### src/design/dq_pkg.sv
// ----------------------------------------------------------------------------
// dq_pkg
// Shared codes and control types for the double-ended queue.
// ----------------------------------------------------------------------------
`default_nettype none

package dq_pkg;

    // Command codes carried in the cmd field
    localparam logic [2:0] CMD_PUSH_FRONT = 3'd0;
    localparam logic [2:0] CMD_PUSH_REAR  = 3'd1;
    localparam logic [2:0] CMD_POP_FRONT  = 3'd2;
    localparam logic [2:0] CMD_POP_REAR   = 3'd3;
    localparam logic [2:0] CMD_PEEK_FRONT = 3'd4;
    localparam logic [2:0] CMD_PEEK_REAR  = 3'd5;

    // Status codes returned with every result
    localparam logic [1:0] ST_OK    = 2'd0;
    localparam logic [1:0] ST_EMPTY = 2'd1;
    localparam logic [1:0] ST_FULL  = 2'd2;

    // Field widths of the stream words
    localparam int CMD_W    = 3;
    localparam int WORD_W   = 32;
    localparam int STATUS_W = 2;
    localparam int COUNT_W  = 5;
    localparam int IN_TDATA_W  = 40;
    localparam int OUT_TDATA_W = 40;

    // Controller to datapath commands
    typedef struct packed {
        logic load_word;   // take the input word and execute it
    } dq_ctl_t;

endpackage

`default_nettype wire

### src/design/dq_datapath.sv
// ----------------------------------------------------------------------------
// dq_datapath
// Slot memory, front/rear pointers, occupancy and the result register.
// ----------------------------------------------------------------------------
`default_nettype none

module dq_datapath #(
    parameter int DEPTH = 16
) (
    input  wire logic                        clk,
    input  wire logic                        rst_n,
    input  wire dq_pkg::dq_ctl_t             ctl,
    input  wire logic [dq_pkg::CMD_W-1:0]    cmd,
    input  wire logic [dq_pkg::WORD_W-1:0]   push_value,
    output logic      [dq_pkg::WORD_W-1:0]   read_value,
    output logic      [dq_pkg::STATUS_W-1:0] status,
    output logic      [dq_pkg::COUNT_W-1:0]  item_count
);
    import dq_pkg::*;

    localparam int AW = (DEPTH > 1) ? $clog2(DEPTH) : 1;
    localparam int CW = $clog2(DEPTH + 1);
    localparam logic [AW-1:0] LAST_SLOT = AW'(DEPTH - 1);
    localparam logic [CW-1:0] FULL_CNT  = CW'(DEPTH);

    // Slot memory
    logic [WORD_W-1:0] slot_mem [DEPTH];
    logic [WORD_W-1:0] rd_data_reg;

    // Queue state
    logic [AW-1:0] front_reg, front_next;
    logic [AW-1:0] rear_reg,  rear_next;
    logic [CW-1:0] count_reg, count_next;

    // Result registers
    logic [STATUS_W-1:0] status_reg, status_next;
    logic                rd_sel_reg, rd_sel_next;
    logic [CW-1:0]       res_cnt_reg;

    // Memory port controls
    logic          wr_en;
    logic [AW-1:0] wr_addr;
    logic          rd_en;
    logic [AW-1:0] rd_addr;

    logic          q_empty;
    logic          q_full;
    logic [AW-1:0] front_inc, front_dec, rear_inc, rear_dec;
    logic [31:0]   cnt_wide;

    // Wrapped neighbors of both pointers
    always_comb
    begin
        front_inc = (front_reg == LAST_SLOT) ? '0 : front_reg + 1'b1;
        front_dec = (front_reg == '0) ? LAST_SLOT : front_reg - 1'b1;
        rear_inc  = (rear_reg == LAST_SLOT) ? '0 : rear_reg + 1'b1;
        rear_dec  = (rear_reg == '0) ? LAST_SLOT : rear_reg - 1'b1;
    end

    assign q_empty = (count_reg == '0);
    assign q_full  = (count_reg >= FULL_CNT);

    // Command decode
    always_comb
    begin
        front_next  = front_reg;
        rear_next   = rear_reg;
        count_next  = count_reg;
        status_next = ST_OK;
        rd_sel_next = 1'b0;
        wr_en       = 1'b0;
        wr_addr     = rear_reg;
        rd_en       = 1'b0;
        rd_addr     = front_reg;
        unique case (cmd)
            CMD_PUSH_FRONT:
            begin
                if (q_full)
                begin
                    status_next = ST_FULL;
                end
                else
                begin
                    front_next = front_dec;
                    wr_en      = 1'b1;
                    wr_addr    = front_dec;
                    count_next = count_reg + 1'b1;
                end
            end
            CMD_PUSH_REAR:
            begin
                if (q_full)
                begin
                    status_next = ST_FULL;
                end
                else
                begin
                    wr_en      = 1'b1;
                    wr_addr    = rear_reg;
                    rear_next  = rear_inc;
                    count_next = count_reg + 1'b1;
                end
            end
            CMD_POP_FRONT:
            begin
                if (q_empty)
                begin
                    status_next = ST_EMPTY;
                end
                else
                begin
                    rd_en       = 1'b1;
                    rd_addr     = front_reg;
                    rd_sel_next = 1'b1;
                    front_next  = front_inc;
                    count_next  = count_reg - 1'b1;
                end
            end
            CMD_POP_REAR:
            begin
                if (q_empty)
                begin
                    status_next = ST_EMPTY;
                end
                else
                begin
                    rd_en       = 1'b1;
                    rd_addr     = rear_dec;
                    rd_sel_next = 1'b1;
                    rear_next   = rear_dec;
                    count_next  = count_reg - 1'b1;
                end
            end
            CMD_PEEK_FRONT:
            begin
                if (q_empty)
                begin
                    status_next = ST_EMPTY;
                end
                else
                begin
                    rd_en       = 1'b1;
                    rd_addr     = front_reg;
                    rd_sel_next = 1'b1;
                end
            end
            CMD_PEEK_REAR:
            begin
                if (q_empty)
                begin
                    status_next = ST_EMPTY;
                end
                else
                begin
                    rd_en       = 1'b1;
                    rd_addr     = rear_dec;
                    rd_sel_next = 1'b1;
                end
            end
            default:
            begin
                // unused codes: no operation
            end
        endcase
    end

    // Slot memory: one write port, one registered read port
    always_ff @(posedge clk)
    begin
        if (ctl.load_word && wr_en)
        begin
            slot_mem[wr_addr] <= push_value;
        end
        if (ctl.load_word && rd_en)
        begin
            rd_data_reg <= slot_mem[rd_addr];
        end
    end

    // Pointer and occupancy state
    always_ff @(posedge clk or negedge rst_n)
    begin
        if (!rst_n)
        begin
            front_reg <= '0;
            rear_reg  <= '0;
            count_reg <= '0;
        end
        else if (ctl.load_word)
        begin
            front_reg <= front_next;
            rear_reg  <= rear_next;
            count_reg <= count_next;
        end
    end

    // Result fields, held until the next command is loaded
    always_ff @(posedge clk)
    begin
        if (ctl.load_word)
        begin
            status_reg  <= status_next;
            rd_sel_reg  <= rd_sel_next;
            res_cnt_reg <= count_next;
        end
    end

    assign cnt_wide   = 32'(res_cnt_reg);
    assign read_value = rd_sel_reg ? rd_data_reg : '0;
    assign status     = status_reg;
    assign item_count = cnt_wide[COUNT_W-1:0];

endmodule

`default_nettype wire

### src/design/dq_controller.sv
// ----------------------------------------------------------------------------
// dq_controller
// Handshake control: loads a command and holds the result until taken.
// ----------------------------------------------------------------------------
`default_nettype none

module dq_controller (
    input  wire logic            clk,
    input  wire logic            rst_n,
    input  wire logic            s_tvalid,
    output logic                 s_tready,
    output logic                 m_tvalid,
    input  wire logic            m_tready,
    output dq_pkg::dq_ctl_t      ctl
);
    import dq_pkg::*;

    typedef enum logic [1:0] {
        S_IDLE   = 2'b01,
        S_RESULT = 2'b10
    } state_t;

    state_t state_reg, state_next;
    logic   load;

    // Take a word when no result is pending or the pending one leaves now
    assign s_tready      = (state_reg == S_IDLE) || m_tready;
    assign m_tvalid      = (state_reg == S_RESULT);
    assign load          = s_tvalid && s_tready;
    assign ctl.load_word = load;

    // Next state
    always_comb
    begin
        state_next = state_reg;
        unique case (state_reg)
            S_IDLE:
            begin
                if (load)
                begin
                    state_next = S_RESULT;
                end
            end
            S_RESULT:
            begin
                if (m_tready && !load)
                begin
                    state_next = S_IDLE;
                end
            end
            default:
            begin
                state_next = S_IDLE;
            end
        endcase
    end

    always_ff @(posedge clk or negedge rst_n)
    begin
        if (!rst_n)
        begin
            state_reg <= S_IDLE;
        end
        else
        begin
            state_reg <= state_next;
        end
    end

endmodule

`default_nettype wire

### src/design/double_ended_queue.sv
// ----------------------------------------------------------------------------
// double_ended_queue
// Bounded deque of signed 32-bit words in a circular slot memory.
// ----------------------------------------------------------------------------
// Usage:
//   Input stream (s_*): one command word per transfer, cmd and push_value.
//   Output stream (m_*): one result word per command: read_value, status
//   and the occupancy after the command.
//   Latency: a result is valid the cycle after its command is taken; the
//   read port of the slot memory is registered, which sets that cycle.
//   Throughput: one command per cycle while the receiver keeps m_tready
//   high; the result register drains and refills at the same edge.
//   Stall: while a result waits with m_tready low, s_tready is low and the
//   result word holds steady.
//   Reset: pointers, occupancy and the handshake clear at once; slot
//   contents are not cleared and no clearing pass is needed, since only
//   occupied slots are ever read.
//   Pop or peek on an empty queue returns status empty, push on a full
//   queue returns status full; neither changes the queue.
// ----------------------------------------------------------------------------
`default_nettype none

module double_ended_queue #(
    parameter int DEPTH = 16
) (
    input  wire logic                              clk,
    input  wire logic                              rst_n,
    input  wire logic                              s_tvalid,
    output logic                                   s_tready,
    // [2:0] cmd, [34:3] push_value, [39:35] zero
    input  wire logic [dq_pkg::IN_TDATA_W-1:0]     s_tdata,
    output logic                                   m_tvalid,
    input  wire logic                              m_tready,
    // [31:0] read_value, [33:32] status, [38:34] item_count, [39] zero
    output logic      [dq_pkg::OUT_TDATA_W-1:0]    m_tdata
);
    import dq_pkg::*;

    dq_ctl_t             ctl;
    logic [WORD_W-1:0]   read_value;
    logic [STATUS_W-1:0] status;
    logic [COUNT_W-1:0]  item_count;

    dq_controller u_ctrl (
        .clk      (clk),
        .rst_n    (rst_n),
        .s_tvalid (s_tvalid),
        .s_tready (s_tready),
        .m_tvalid (m_tvalid),
        .m_tready (m_tready),
        .ctl      (ctl)
    );

    dq_datapath #(
        .DEPTH (DEPTH)
    ) u_dp (
        .clk        (clk),
        .rst_n      (rst_n),
        .ctl        (ctl),
        .cmd        (s_tdata[CMD_W-1:0]),
        .push_value (s_tdata[CMD_W+WORD_W-1:CMD_W]),
        .read_value (read_value),
        .status     (status),
        .item_count (item_count)
    );

    assign m_tdata = {1'b0, item_count, status, read_value};

endmodule

`default_nettype wire

### config.mk
export PLATFORM = sky130hd
export DESIGN_NAME = double_ended_queue
export DESIGN_NICKNAME = d
export VERILOG_FILES = /design/src/design/dq_pkg.sv /design/src/design/dq_datapath.sv /design/src/design/dq_controller.sv /design/src/design/double_ended_queue.sv
export SDC_FILE = /design/constraint.sdc
export NUM_CORES = 1
export LEC_CHECK = 0
export BUFFER_PORTS_ARGS = -buffer_cell sky130_fd_sc_hd__buf_4
export CAP_MARGIN = 30
export CORE_AREA = 2 2 305 307
export DETAILED_ROUTE_END_ITERATION = 8
export DIE_AREA = 0 0 307 309
export PLACE_DENSITY_LB_ADDON = 0.3
export SLEW_MARGIN = 15
export SYNTH_ARGS = -nofsm -noshare
export SYNTH_HDL_FRONTEND = slang
export SYNTH_SLANG_ARGS = --single-unit
### constraint.sdc
create_clock -name clk -period 4.2 [get_ports clk]
set_input_delay 0.84 -clock clk [delete_from_list [all_inputs] [get_ports clk]]
set_output_delay 0.84 -clock clk [all_outputs]
set_load 0.05 [all_outputs]
======== Word-level counts from Yosys, hierarchy flattened ========
Memory sizes are Yosys's and may differ from the RTL's. A register that Yosys moved wholly into a read port is not among the register bits.
Cells that the tools add are included.
storage, ports and cells
  output and inout bits ................... 42
  logic and storage cells ................. 79
  memories kept ........................... 1
  bits in registers ....................... 23
  input bits .............................. 44
  memory bits (writable) .................. 512
operators by class
  muxes and demuxes ....................... 30
  order comparisons ....................... 1
  add/sub/neg operators ................... 6
  equal/unequal tests ..................... 15
  reduce and logical (&&, ||, !) cells .... 19
memories
  memory         words  width  read ports  clocked after Yosys merged registers in  wr ports  RTL line           RTL
  u_dp.slot_mem  16     32     1           1                                        1         dq_datapath.sv:27  logic [WORD_W-1:0] slot_mem [DEPTH];
operator list
  kind                                                 count
  two-way mux 4 bit                                    12
  two-way mux 32 bit                                   1
  case mux 4 bit (2 select lines)                      2
  two-way mux 5 bit                                    2
  case mux 5 bit (2 select lines)                      1
  adder 4 x 1 -> 4 bit, second input constant          2
  equality test 4 bit, second input constant           2
  zero test 4 bit                                      2
  != test 2 bit, second input constant                 4
  case mux 2 bit (2 select lines)                      2
  AND reduction 4 bit                                  2
  subtractor 4 x 1 -> 4 bit, second input constant     2
  two-way mux 1 bit                                    7
  equality test 3 x 2 -> 1 bit, second input constant  2
  equality test 3 bit, second input constant           2
  two-way mux 2 bit                                    3
  OR reduction 2 bit                                   3
  adder 5 x 1 -> 5 bit, second input constant          1
  >= comparator 5 bit, second input constant           1
  zero test 5 bit                                      1
  subtractor 5 x 1 -> 5 bit, second input constant     1
  logical AND 1 bit                                    4
  != test 2 x 1 -> 1 bit, second input constant        2
  nonzero test 2 bit                                   2
  other kinds (8)                                      8

======== Longest topological paths before layout ========
Gate-level depths: netlist of the first run.
  depth in word-level cells ............... 7
  gate-level depth with buffers ........... 10
  depth with buffers taken out ............ 7

======== By module ========
From an unflattened synthesis of the first run, not the netlist that was laid out.
second synthesis, totals
  cell total of the unflattened synthesis .. 1314
  area, all modules ....................... 22547.9 um^2
modules (own cells, without submodules)
  module              instances  cells an instance  area each (um^2)  sequential area each (um^2)
  dq_datapath         1          1303               22430.3           16901.2
  dq_controller       1          9                  106.4             51.3
  double_ended_queue  1          2                  11.3              0.0

======== Worst setup path before layout of the first run ========
OpenSTA, ideal clock, no wires.
  path kind ............................... input-to-reg
  start ................................... input s_tdata[0] (netlist bit)
  end ..................................... memory u_dp.slot_mem[0][0], enable pin
  data arrival time ....................... 4.002 ns
  setup slack ............................. -0.223 ns
  buffers on the path ..................... 5
  stages .................................. 10
  data required time ...................... 3.779 ns
  setup time .............................. 0.421 ns
  cells stage by stage .................... clkbuf_2 > inv_1 > buf_2 > buf_2 > buf_1 > clkbuf_1 > mux2i_1 > nor3b_1 > nand2_1 > nor2_1
on the way
  word-level cells in the longest chain between the ends .. 6
  elaborated cells on any way between the ends .. 8
  classes of those cells .................. eq/ne: 1; mux: 4; reduce/logical: 3
RTL lines
  item                                                             RTL line                  RTL
  from (decl)                                                      double_ended_queue.sv:31  input wire logic [dq_pkg::IN_TDATA_W-1:0] s_tdata,
  equality test 3 x 1 -> 1 bit or zero test 3 bit (tied branches)  dq_datapath.sv:75         unique case (cmd)
  OR reduction 2 bit (no source line)                              -
  two-way mux 1 bit                                                -
  logical AND 1 bit                                                dq_datapath.sv:170        if (ctl.load_word && wr_en)
  two-way mux 1 bit                                                dq_datapath.sv:170
  two-way mux 1 bit (not written as such)                          dq_datapath.sv:172        slot_mem[wr_addr] <= push_value;
  to (decl)                                                        dq_datapath.sv:27
Parallel ways exist; a longest one is shown, timed or not.

======== Worst setup path in the final report of the first run ========
  start ................................... register u_dp.count_reg[0]
  end ..................................... register u_dp.rd_data_reg[1] (read register of u_dp.slot_mem) (data pin)
on the way
  word-level cells in the longest chain between the ends .. 4
  elaborated cells on any way between the ends .. 6
  classes of those cells .................. mux: 4; reduce/logical: 2
RTL lines
  item                            RTL line            RTL
  from (decl)                     dq_datapath.sv:33   logic [CW-1:0] count_reg, count_next;
  from (signal assigned)          dq_datapath.sv:193  count_reg <= count_next;
  zero test 5 bit *               dq_datapath.sv:60   assign q_empty = (count_reg == '0);
  two-way mux 1 bit (2 in a row)  -
  logical AND 1 bit               dq_datapath.sv:174  if (ctl.load_word && rd_en)
  to (decl)                       dq_datapath.sv:28   logic [WORD_W-1:0] rd_data_reg;
Mark *: on every way between the ends. The rest lies on a longest branch, timed or not.
A chain may end at the register's enable or synchronous reset.

==> metrics.yaml, run 1 <==
arrival_ps: 3900
max_slew_margin: 0.310
drtPass1Iterations: 6
h-tree-depth: 3
worst_setup_path_start_kind: "flip-flop"
p_per_area_mw_per_mm2: 692
synth_edf_count: 552
rsz0062_at_grt: "false"
fmax_mhz: 280
dp_hpwl_mm: 43.6
status: "completed"
dp.cells: 3169
cts_buffers: 66
layout-drive-gt1-share: 0.136
via_per_inst: 6.29
io_buffers: 79
core_area_mm2: 0.0914
drt_iter0_drc: 2492
ys.flop_type: "edfxtp_1"
synth_fa_ha_area_frac: 0.00275
skew_ps: 21.2
grt_max_degree: 161
cts_hold_buf: 0
synth.area.top_cells: "edfxtp_1 (61%), o311a_1 (4.5%), a32oi_1 (4.2%), a2111oi_0 (4.1%), a221oi_1 (4.1%)"
post-cts-setup-buffers: 0
synth_compound_area_frac: 0.247
die_w_um: 307
syn_area_mm2: 0.0273
synth-xor-area-share: 0.00376
hp-class: "primary input to asynchronous set/reset pin"
whs_ps: 92.1
antenna_found_initial: 3
final_antenna_net_count: 0
fin_crit_ps: 3580
cp-end-kind: "flip-flop"
cts_buffer_depth: 3
finalSetupViolations: 0
mostFrequentLayoutCell: "edfxtp_1"
syn_nets: 2165
path_max_fanout: 48
grt_usage: 0.188
synth_area_leader_cell: "edfxtp_1"
path_class: "flip-flop to flip-flop"
overflow: 0
tightest_slew_ps: 1040
die_h_um: 309
wl_mm: 91.3
clockRootBuffer: "clkbuf_16"
synthArstFlopShare: 0.0265
largest_reg_flops: 512
post-route-period-util: 0.851
intPower_uw: 13100
hold_viol: 0
p_clk_frac: 0.257
final_cells: 3291
fin_nets: 2101
grt_pass1_wl_mm: 135
report.power.total_uw: 21900
initial_utilization: 0.299
yosys_warnings: 0
p_sw_frac: 0.403
numClockSinks: 567
synthCells: 2115
drc_errors: 0
pwr-share-seq: 0.315
ios: 86
synth_top_area_frac: 0.607
p_leak_uw: 0.00971
ctsResizeCount: 0
row_count: 111
clk_latency_ps: 610
final_cell_mix: "edfxtp_1 (552), nand2_1 (151), o21ai_0 (142)"
path_clk_slew_ps: 60
yosys.area_share.simple: 0.0794
slew_violations: 0
gp_congestion: 0.797
wl_per_cell_um: 27.8
vias: 20715
dieArea_mm2: 0.0949
ys_ff_latch: 567
syn_avg_cell_area_um2: 12.9
ys_types: 59
switchingPower_uw: 8840
synth_top_family_by_area: "compound AO/OA/AOI/OAI gates"
combPwrFrac: 0.428
syn2layout_area_growth_pct: 16.0
utilization: 0.347
crit_required_ps: 4530
yosysSeqAreaShare: 0.621
maxCapViolCount: 0
cts_tree: "built"
grt_pass1_vias: 20499
ir_worst_vdd_uv: 641
synthMuxAreaShare: 0.00307
final cells by class:
class | instances | area [µm²]
inverters | 14 | 60.1
flip-flops and latches | 567 | 17000
clock buffers | 79 | 1730
well taps | 1186 | 1480
multi-input cells | 1253 | 9470
fillers | 8708 | 59700
diodes | 2 | 5.00
clock inverters | 41 | 370
repair buffers | 149 | 1590
metal layers:
layer,global-route usage,up-vias,part of all wire
met5,0,-,0
met4,0.0689,0,0.024
met3,0.0273,146,0.078
met2,0.307,1021,0.48
met1,0.255,10713,0.42
li1,-,8835,-
worst max-delay path, stage by stage (launching register included):
cell       delay, ps
dfrtp_1          430
inv_1            110
ha_1             240
or4b_4           650
o2111ai_4        300
and2_4           470
buf_12           320
a221oi_1         180
or4_1            570
cell usage after synthesis, types with 3 or more instances:
master       n
a32oi_1    130
a221oi_1   128
mux2i_1      5
nand3_1      5
nor3_1       5
o21ai_0    142
buf_1       11
a31oi_1      7
edfxtp_1   552
or4_1       33
mux2_2       3
a21oi_1      6
xnor2_1      8
buf_4        5
nor2_1      27
ha_1         6
and2_1      36
o31ai_1      7
nor2b_1      6
inv_1       12
nand2_1    151
clkbuf_1   235
and3_1       5
a311oi_1   128
buf_2       28
nand2b_1   130
o311a_1    124
dfrtp_1     14
a2111oi_0  128
stage by stage:
step	instance area [µm²]	setup TNS (ps)	setup slack, ps
finish	31700	0	624
global route	31700	0	562
CTS	31700	0	647
detailed placement	29600	0	361
global placement	29600	0	376
floorplan	27300	-66140	-223
kinds of logic (layout without fill, tap and decap cells):
| group | after synthesis | in the layout |
|---|---|---|
| AO/OA/AOI/OAI | 820 | 820 |
| XOR/XNOR | 10 | 10 |
| adder cells (fa/ha/maj) | 6 | 6 |
| buffers and inverters | 295 | 283 |
| flip-flops | 567 | 567 |
| multiplexers | 8 | 8 |
| other | 1 | 3 |
| AND/OR/NAND/NOR | 408 | 408 |
path summary, 6_finish.rpt:
check | start | to | slack [ps] | cells past startpoint
min | rst_n | u_dp.count_reg[2]$_DFFE_PN0P_ | 90 | 1
max reg2reg | u_dp.count_reg[0]$_DFFE_PN0P_ | u_dp.rd_data_reg[1]$_DFFE_PP_ | 620 | 8
min reg2reg | u_dp.count_reg[0]$_DFFE_PN0P_ | u_dp.count_reg[0]$_DFFE_PN0P_ | 580 | 1
max | u_dp.count_reg[0]$_DFFE_PN0P_ | u_dp.rd_data_reg[1]$_DFFE_PP_ | 620 | 8
min in group clk | s_tdata[16] | u_dp.slot_mem[12][13]$_DFFE_PP_ | 540 | 1
max in group asynchronous | rst_n | u_ctrl.state_reg[0]$_DFFE_PN1P_ | 3850 | 1
power groups by stage:
stage | sequential (µW) | clock [µW] | combinational (µW)
after floorplan | 6950 | 0 | 6080
after global placement | 7010 | 0 | 9060
after detailed placement | 7020 | 0 | 9270
after CTS | 6910 | 5740 | 9300
after global routing | 6940 | 5960 | 10100
final | 6910 | 5630 | 9380
Note: power is estimated with default switching activity, not from simulation.
==> inputs of run 2 (changes only) <==
- CORE_AREA: 2 2 305 307 -> 2 2 278 280
- DIE_AREA: 0 0 307 309 -> 0 0 280 282
- SYNTH_HIERARCHICAL: unset -> 1
==> run 2 against run 1 <==
Synthesized cell count shrank 38%. Wire length shrank 41%. Cell area shrank 16%. Hold slack lost 23 ps. Sequential share of layout area grew 9.8 points. Sequential power is essentially flat. Cell count shrank 25%. Critical path type unchanged. Largest power group is now sequential cells.
==> metrics.yaml, run 2 <==
ys_ff_latch: 567
drtPass1Iterations: 6
final_antenna_net_count: 0
ys.flop_type: "edfxtp_1"
synth_top_area_frac: 0.735
hold_viol: 0
crit_path_cell_trace: "inv_1 > ha_1 > nor4b_4 > nor3_4 > mux2i_4 > buf_12 > buf_12 > mux2_2 > a222oi_1 > or4b_1"
worst_setup_path_start_kind: "flip-flop"
p_clk_frac: 0.292
syn2layout_area_growth_pct: 18.7
final_cells: 2467
wl_mm: 53.9
fmax_mhz: 261
rsz0062_at_grt: "false"
synth.area.top_cells: "edfxtp_1 (74%), mux2i_1 (5.9%), mux2_2 (2.9%), mux2_1 (2.2%), o22ai_1 (1.8%)"
post-route-period-util: 0.914
ctsResizeCount: 0
grt_pass1_vias: 12219
yosysSeqAreaShare: 0.752
whs_ps: 68.8
slew_violations: 0
post-cts-setup-buffers: 0
die_w_um: 280
wl_met1_mm: 23.9
synth_area_leader_cell: "edfxtp_1"
grt_usage: 0.136
cts_buffer_depth: 3
max_slew_margin: 0.338
fin_nets: 1495
cts_tree: "built"
h-tree-depth: 2
syn_avg_cell_area_um2: 17.2
switchingPower_uw: 5420
largest_reg_flops: 512
cts_hold_buf: 0
ios: 86
arrival_ps: 4170
path_clk_slew_ps: 60
grt_pass1_wl_mm: 79.8
dp.cells: 2358
cts_buffers: 59
yosysMostFrequentCell: "edfxtp_1"
die_h_um: 282
met2WireLength_mm: 26.5
grt_max_degree: 46
r2r_slack_ps: 360
drc_errors: 0
syn_nets: 1368
fin_tns_setup_ps: 0
row_count: 101
synthArstFlopShare: 0.0265
status: "completed"
via_per_inst: 4.82
highest_layer: "met5"
utilization: 0.353
met3_length_mm: 2.47
report.power.total_uw: 17000
critPathBufInv: 3
dp_hpwl_mm: 31.1
path_class: "flip-flop to flip-flop"
numClockSinks: 567
tightest_slew_ps: 993
layout-drive-gt1-share: 0.212
crit_required_ps: 4530
core_area_mm2: 0.0757
drt_iter0_drc: 771
cp-end-kind: "flip-flop"
hp-class: "primary input to asynchronous set/reset pin"
slowest_stage: "dfrtp_1"
fill_cells: 7025
dieArea_mm2: 0.0790
synth_edf_count: 552
p_sw_frac: 0.319
reg2regPathDepth: 10
path_depth: 10
synthCells: 1314
overflow: 0
initial_utilization: 0.298
wl_per_cell_um: 21.9
ir_worst_vdd_uv: 351
vias: 11898
synth.top_cells.by_count: "edfxtp_1 (552), mux2i_1 (133), nand2_1 (89)"
clk_latency_ps: 630
final_cell_mix: "edfxtp_1 (552), mux2i_1 (132), buf_4 (123)"
slowest_delay_ps: 470
yosys_warnings: 6
clockRootBuffer: "clkbuf_16"
maxCapViolCount: 0
skew_ps: 35.8
pwr-share-seq: 0.406
intPower_uw: 11600
crit_family: "simple AND/OR/NAND/NOR gates"
path_max_fanout: 45
finalSetupViolations: 0
p_per_area_mw_per_mm2: 635
gp_congestion: 0.710
antenna_found_initial: 5
io_buffers: 79
cpMostUsedCell: "buf_12"
ys_types: 64
combPwrFrac: 0.303
syn_area_mm2: 0.0225
fin_crit_ps: 3840
regArea_mm2: 0.0170
multi_input_area_mm2: 0.00543
p_leak_uw: 0.00920
mostFrequentLayoutCell: "edfxtp_1"
[run 2: changes by cell type after synthesis, moves of 55 or more]
cell,before,now
nand2b_1,130,4
o311a_1,124,0
nand2_1,151,89
mux2_2,3,58
a311oi_1,128,1
a2111oi_0,128,0
o21ai_0,142,18
a221oi_1,128,1
o22ai_1,0,64
mux2i_1,5,133
a32oi_1,130,2
clkbuf_1,235,42
[run 2: final timing paths]
path | from | to
worst max-delay path | u_dp/count_reg[0]$_DFFE_PN0P_ | u_dp/rd_data_reg[12]$_DFFE_PP_
worst max register to register | u_dp/count_reg[0]$_DFFE_PN0P_ | u_dp/rd_data_reg[12]$_DFFE_PP_
worst min register to register | u_dp/count_reg[1]$_DFFE_PN0P_ | u_dp/count_reg[1]$_DFFE_PN0P_
worst min-delay path | rst_n | u_ctrl/state_reg[1]$_DFFE_PN0P_
min in group clk | s_tvalid | u_ctrl/state_reg[0]$_DFFE_PN1P_
max in group asynchronous | rst_n | u_ctrl/state_reg[0]$_DFFE_PN1P_
[run 2: stage by stage]
| step | cell area (µm²) | setup WS [ps] |
|---|---|---|
| after floorplan | 22500 | 532 |
| after global placement | 24900 | 245 |
| after detailed placement | 24900 | 188 |
| after CTS | 26800 | 342 |
| after global routing | 26800 | 147 |
| final | 26800 | 362 |
[run 2: power groups by stage]
stage               Sequential [µW]  Clock [µW]  Combinational, µW
floorplan                      6910           0               3460
global placement               7010           0               5120
detailed placement             7010           0               5200
CTS                            6890        5100               5220
global route                   6930        5310               5540
finish                         6890        4950               5140
[run 2: layout make-up]
| type | count | area share |
|---|---|---|
| tap | 978 | 0.0457 |
| clock inverter | 41 | 0.0130 |
| timing repair buffer | 139 | 0.0465 |
| multi-input combinational | 663 | 0.203 |
| clock buffer | 67 | 0.0563 |
| antenna | 1 | 0.0000935 |
| inverter | 11 | 0.00154 |
| sequential | 567 | 0.634 |
[run 2: worst register-to-register path, delay by kind of cell (launching register included)]
| kind | cells | cell delay, ps |
|---|---|---|
| multiplexers | 2 | 760 |
| flip-flops | 1 | 470 |
| AO/OA/AOI/OAI | 1 | 350 |
| AND/OR/NAND/NOR | 3 | 1080 |
| buffers and inverters | 3 | 640 |
| adder cells (fa/ha/maj) | 1 | 240 |
[run 2: layer usage]
layer  vias to the layer above  track usage
met3                        76       0.0275
met2                       236        0.233
met4                         8       0.0340
met1                      6092        0.178
met5                         -            0
li1                       5486            -
[run 2: kinds of logic (layout without fill, tap and decap cells)]
| kind of cell | after synthesis | count (layout) | synth area share |
|---|---|---|---|
| other cells | 1 | 2 | 0.000166 |
| simple gates | 222 | 222 | 0.0548 |
| mux | 236 | 236 | 0.110 |
| xor+xnor | 7 | 7 | 0.00272 |
| buf+inv | 84 | 258 | 0.0176 |
| fa+ha+maj | 10 | 10 | 0.00555 |
| flops | 567 | 567 | 0.752 |
| compound gates | 187 | 187 | 0.0568 |
==> inputs of run 3 (changes only) <==
- BUFFER_PORTS_ARGS: -buffer_cell sky130_fd_sc_hd__buf_4 -> -buffer_cell sky130_fd_sc_hd__buf_2
- clock period: 4.2 -> 4.6 ns (I/O delays scaled with it)
==> run 3 against run 2 <==
Sequential share of layout area up 0.44 points. Highest routed layer unchanged. Largest power group unchanged. Sequential power decreased by 8.9%. Core utilization down 0.24 points. Die area stayed put. Via count increased by 1.7%. Critical path depth unchanged.
==> metrics.yaml, run 3 (synthesis gave the netlist of run 2 again) <==
status: "completed"
numClockSinks: 567
switchingPower_uw: 4970
insertedDiodeCount: 0
regToRegStartpoint: "u_dp/count_reg[0]$_DFFE_PN0P_"
die_w_um: 280
post-route-period-util: 0.861
fill_cells: 7039
wl_mm: 55.5
path_clk_slew_ps: 60
cts_tree: "built"
hold_viol: 0
cts_buffer_depth: 3
crit_family: "simple AND/OR/NAND/NOR gates"
layout-drive-gt1-share: 0.209
final_cell_mix: "edfxtp_1 (552), mux2i_1 (132), nand2_1 (88)"
rsz0062_at_grt: "false"
via_per_inst: 4.92
fmax_mhz: 252
drtPass1Iterations: 6
drc_errors: 0
max_slew_margin: 0.392
cts_hold_buf: 0
mostFrequentLayoutCell: "edfxtp_1"
p_sw_frac: 0.323
intPower_uw: 10400
overflow: 0
worst_setup_path_start_kind: "flip-flop"
fin_nets: 1491
ctsResizeCount: 0
maxCapViolCount: 0
p_leak_uw: 0.00912
pwr-share-seq: 0.408
post-cts-setup-buffers: 0
path_max_fanout: 39
clockRootBuffer: "clkbuf_16"
p_per_area_mw_per_mm2: 580
ios: 86
dp_hpwl_mm: 31.3
slowest_delay_ps: 580
utilization: 0.351
slowest_stage: "or4b_1"
vias: 12104
fin_tns_setup_ps: 0
core_area_mm2: 0.0757
grt_max_degree: 42
largest_reg_flops: 512
dieArea_mm2: 0.0790
grt_pass1_wl_mm: 81.3
crit_path_cell_trace: "inv_1 > ha_1 > nor4b_4 > nor3_4 > mux2i_4 > buf_12 > buf_12 > mux2_2 > a222oi_1 > or4b_1"
cpMostUsedCell: "buf_12"
syn2layout_area_growth_pct: 17.8
p_clk_frac: 0.292
grt_pass1_vias: 12101
slew_violations: 0
crit_required_ps: 4930
tightest_slew_ps: 912
cts_buffers: 60
drt_iter0_drc: 1073
die_h_um: 282
dpl_cell_area_mm2: 0.0247
clk_latency_ps: 620
critPathBufInv: 3
grt_usage: 0.140
combPwrFrac: 0.300
io_buffers: 79
antenna_found_initial: 6
reg2regPathDepth: 10
fin_crit_ps: 3960
row_count: 101
r2r-end: "u_dp/rd_data_reg[0]$_DFFE_PP_"
gp_congestion: 0.739
wl_per_cell_um: 22.5
h-tree-depth: 2
finalInstanceArea_mm2: 0.0266
initial_utilization: 0.298
skew_ps: 21.2
path_class: "flip-flop to flip-flop"
hp-class: "primary input to asynchronous set/reset pin"
r2r_slack_ps: 640
cp-end-kind: "flip-flop"
arrival_ps: 4290
ir_worst_vdd_uv: 365
finalSetupViolations: 0
final_antenna_net_count: 0
-- run 3: cell types whose count changed in the layout (fill, tap and decap cells not counted), moves of 3 or more --
cell	delta
buf_4	-90
clkbuf_1	+3
buf_2	+79
buf_12	+4
-- run 3: power groups by stage --
stage / Sequential, µW / Combinational (µW) / Clock, µW
floorplan: 6310 / 3160 / 0
global placement: 6390 / 4590 / 0
detailed placement: 6390 / 4660 / 0
CTS: 6280 / 4670 / 4640
global route: 6320 / 4960 / 4840
finish: 6280 / 4620 / 4500
-- run 3: worst max path at each step --
stage                                   from                        endpoint  slack (ps)  cells after the start
3_5_place_dp                      s_tdata[1]   u_dp/rd_data_reg[0]$_DFFE_PP_         400                      9
4_1_cts        u_dp/count_reg[0]$_DFFE_PN0P_   u_dp/rd_data_reg[0]$_DFFE_PP_         650                     10
6_report       u_dp/count_reg[0]$_DFFE_PN0P_   u_dp/rd_data_reg[0]$_DFFE_PP_         640                     10
2_1_floorplan                     s_tdata[0]   u_dp/slot_mem[6][0]$_DFFE_PP_         850                      6
3_3_place_gp                      s_tdata[1]   u_dp/rd_data_reg[0]$_DFFE_PP_         370                      9
5_1_grt        u_dp/count_reg[0]$_DFFE_PN0P_  u_dp/rd_data_reg[27]$_DFFE_PP_         480                     10
-- run 3: final cells by class --
| type | count | area (µm²) | share of cell area |
|---|---|---|---|
| Clock buffer | 72 | 1570 | 0.0590 |
| Multi-Input combinational cell | 663 | 5430 | 0.205 |
| Tap cell | 978 | 1220 | 0.0461 |
| Sequential cell | 567 | 17000 | 0.638 |
| Clock inverter | 37 | 278 | 0.0105 |
| Timing Repair Buffer | 134 | 1070 | 0.0404 |
| Inverter | 11 | 41.3 | 0.00155 |
-- run 3: metrics by stage --
stage                     power [µW]  setup slack, ps  hold WS (ps)  cells
after global placement         11000              375           565   2350
after CTS                      15600              651           195   2461
after global routing           16100              482           216   2462
final                          15400              639           212   2462
after floorplan                 9470              852           531   1314
after detailed placement       11000              401           567   2352
-- run 3: worst reg2reg max path: stages, from the launching register on --
cell and delay [ps]:
dfrtp_1 470, inv_1 110, ha_1 240, nor4b_4 160
nor3_4 440, mux2i_4 380, buf_12 280, buf_12 280
mux2_2 390, a222oi_1 330, or4b_1 580
-- run 3: layer usage --
| layer | track usage | part of all wire |
|---|---|---|
| met1 | 0.189 | 0.45 |
| met2 | 0.231 | 0.48 |
| met3 | 0.0291 | 0.060 |
| met4 | 0.0306 | 0.017 |
| met5 | 0 | 0.00054 |
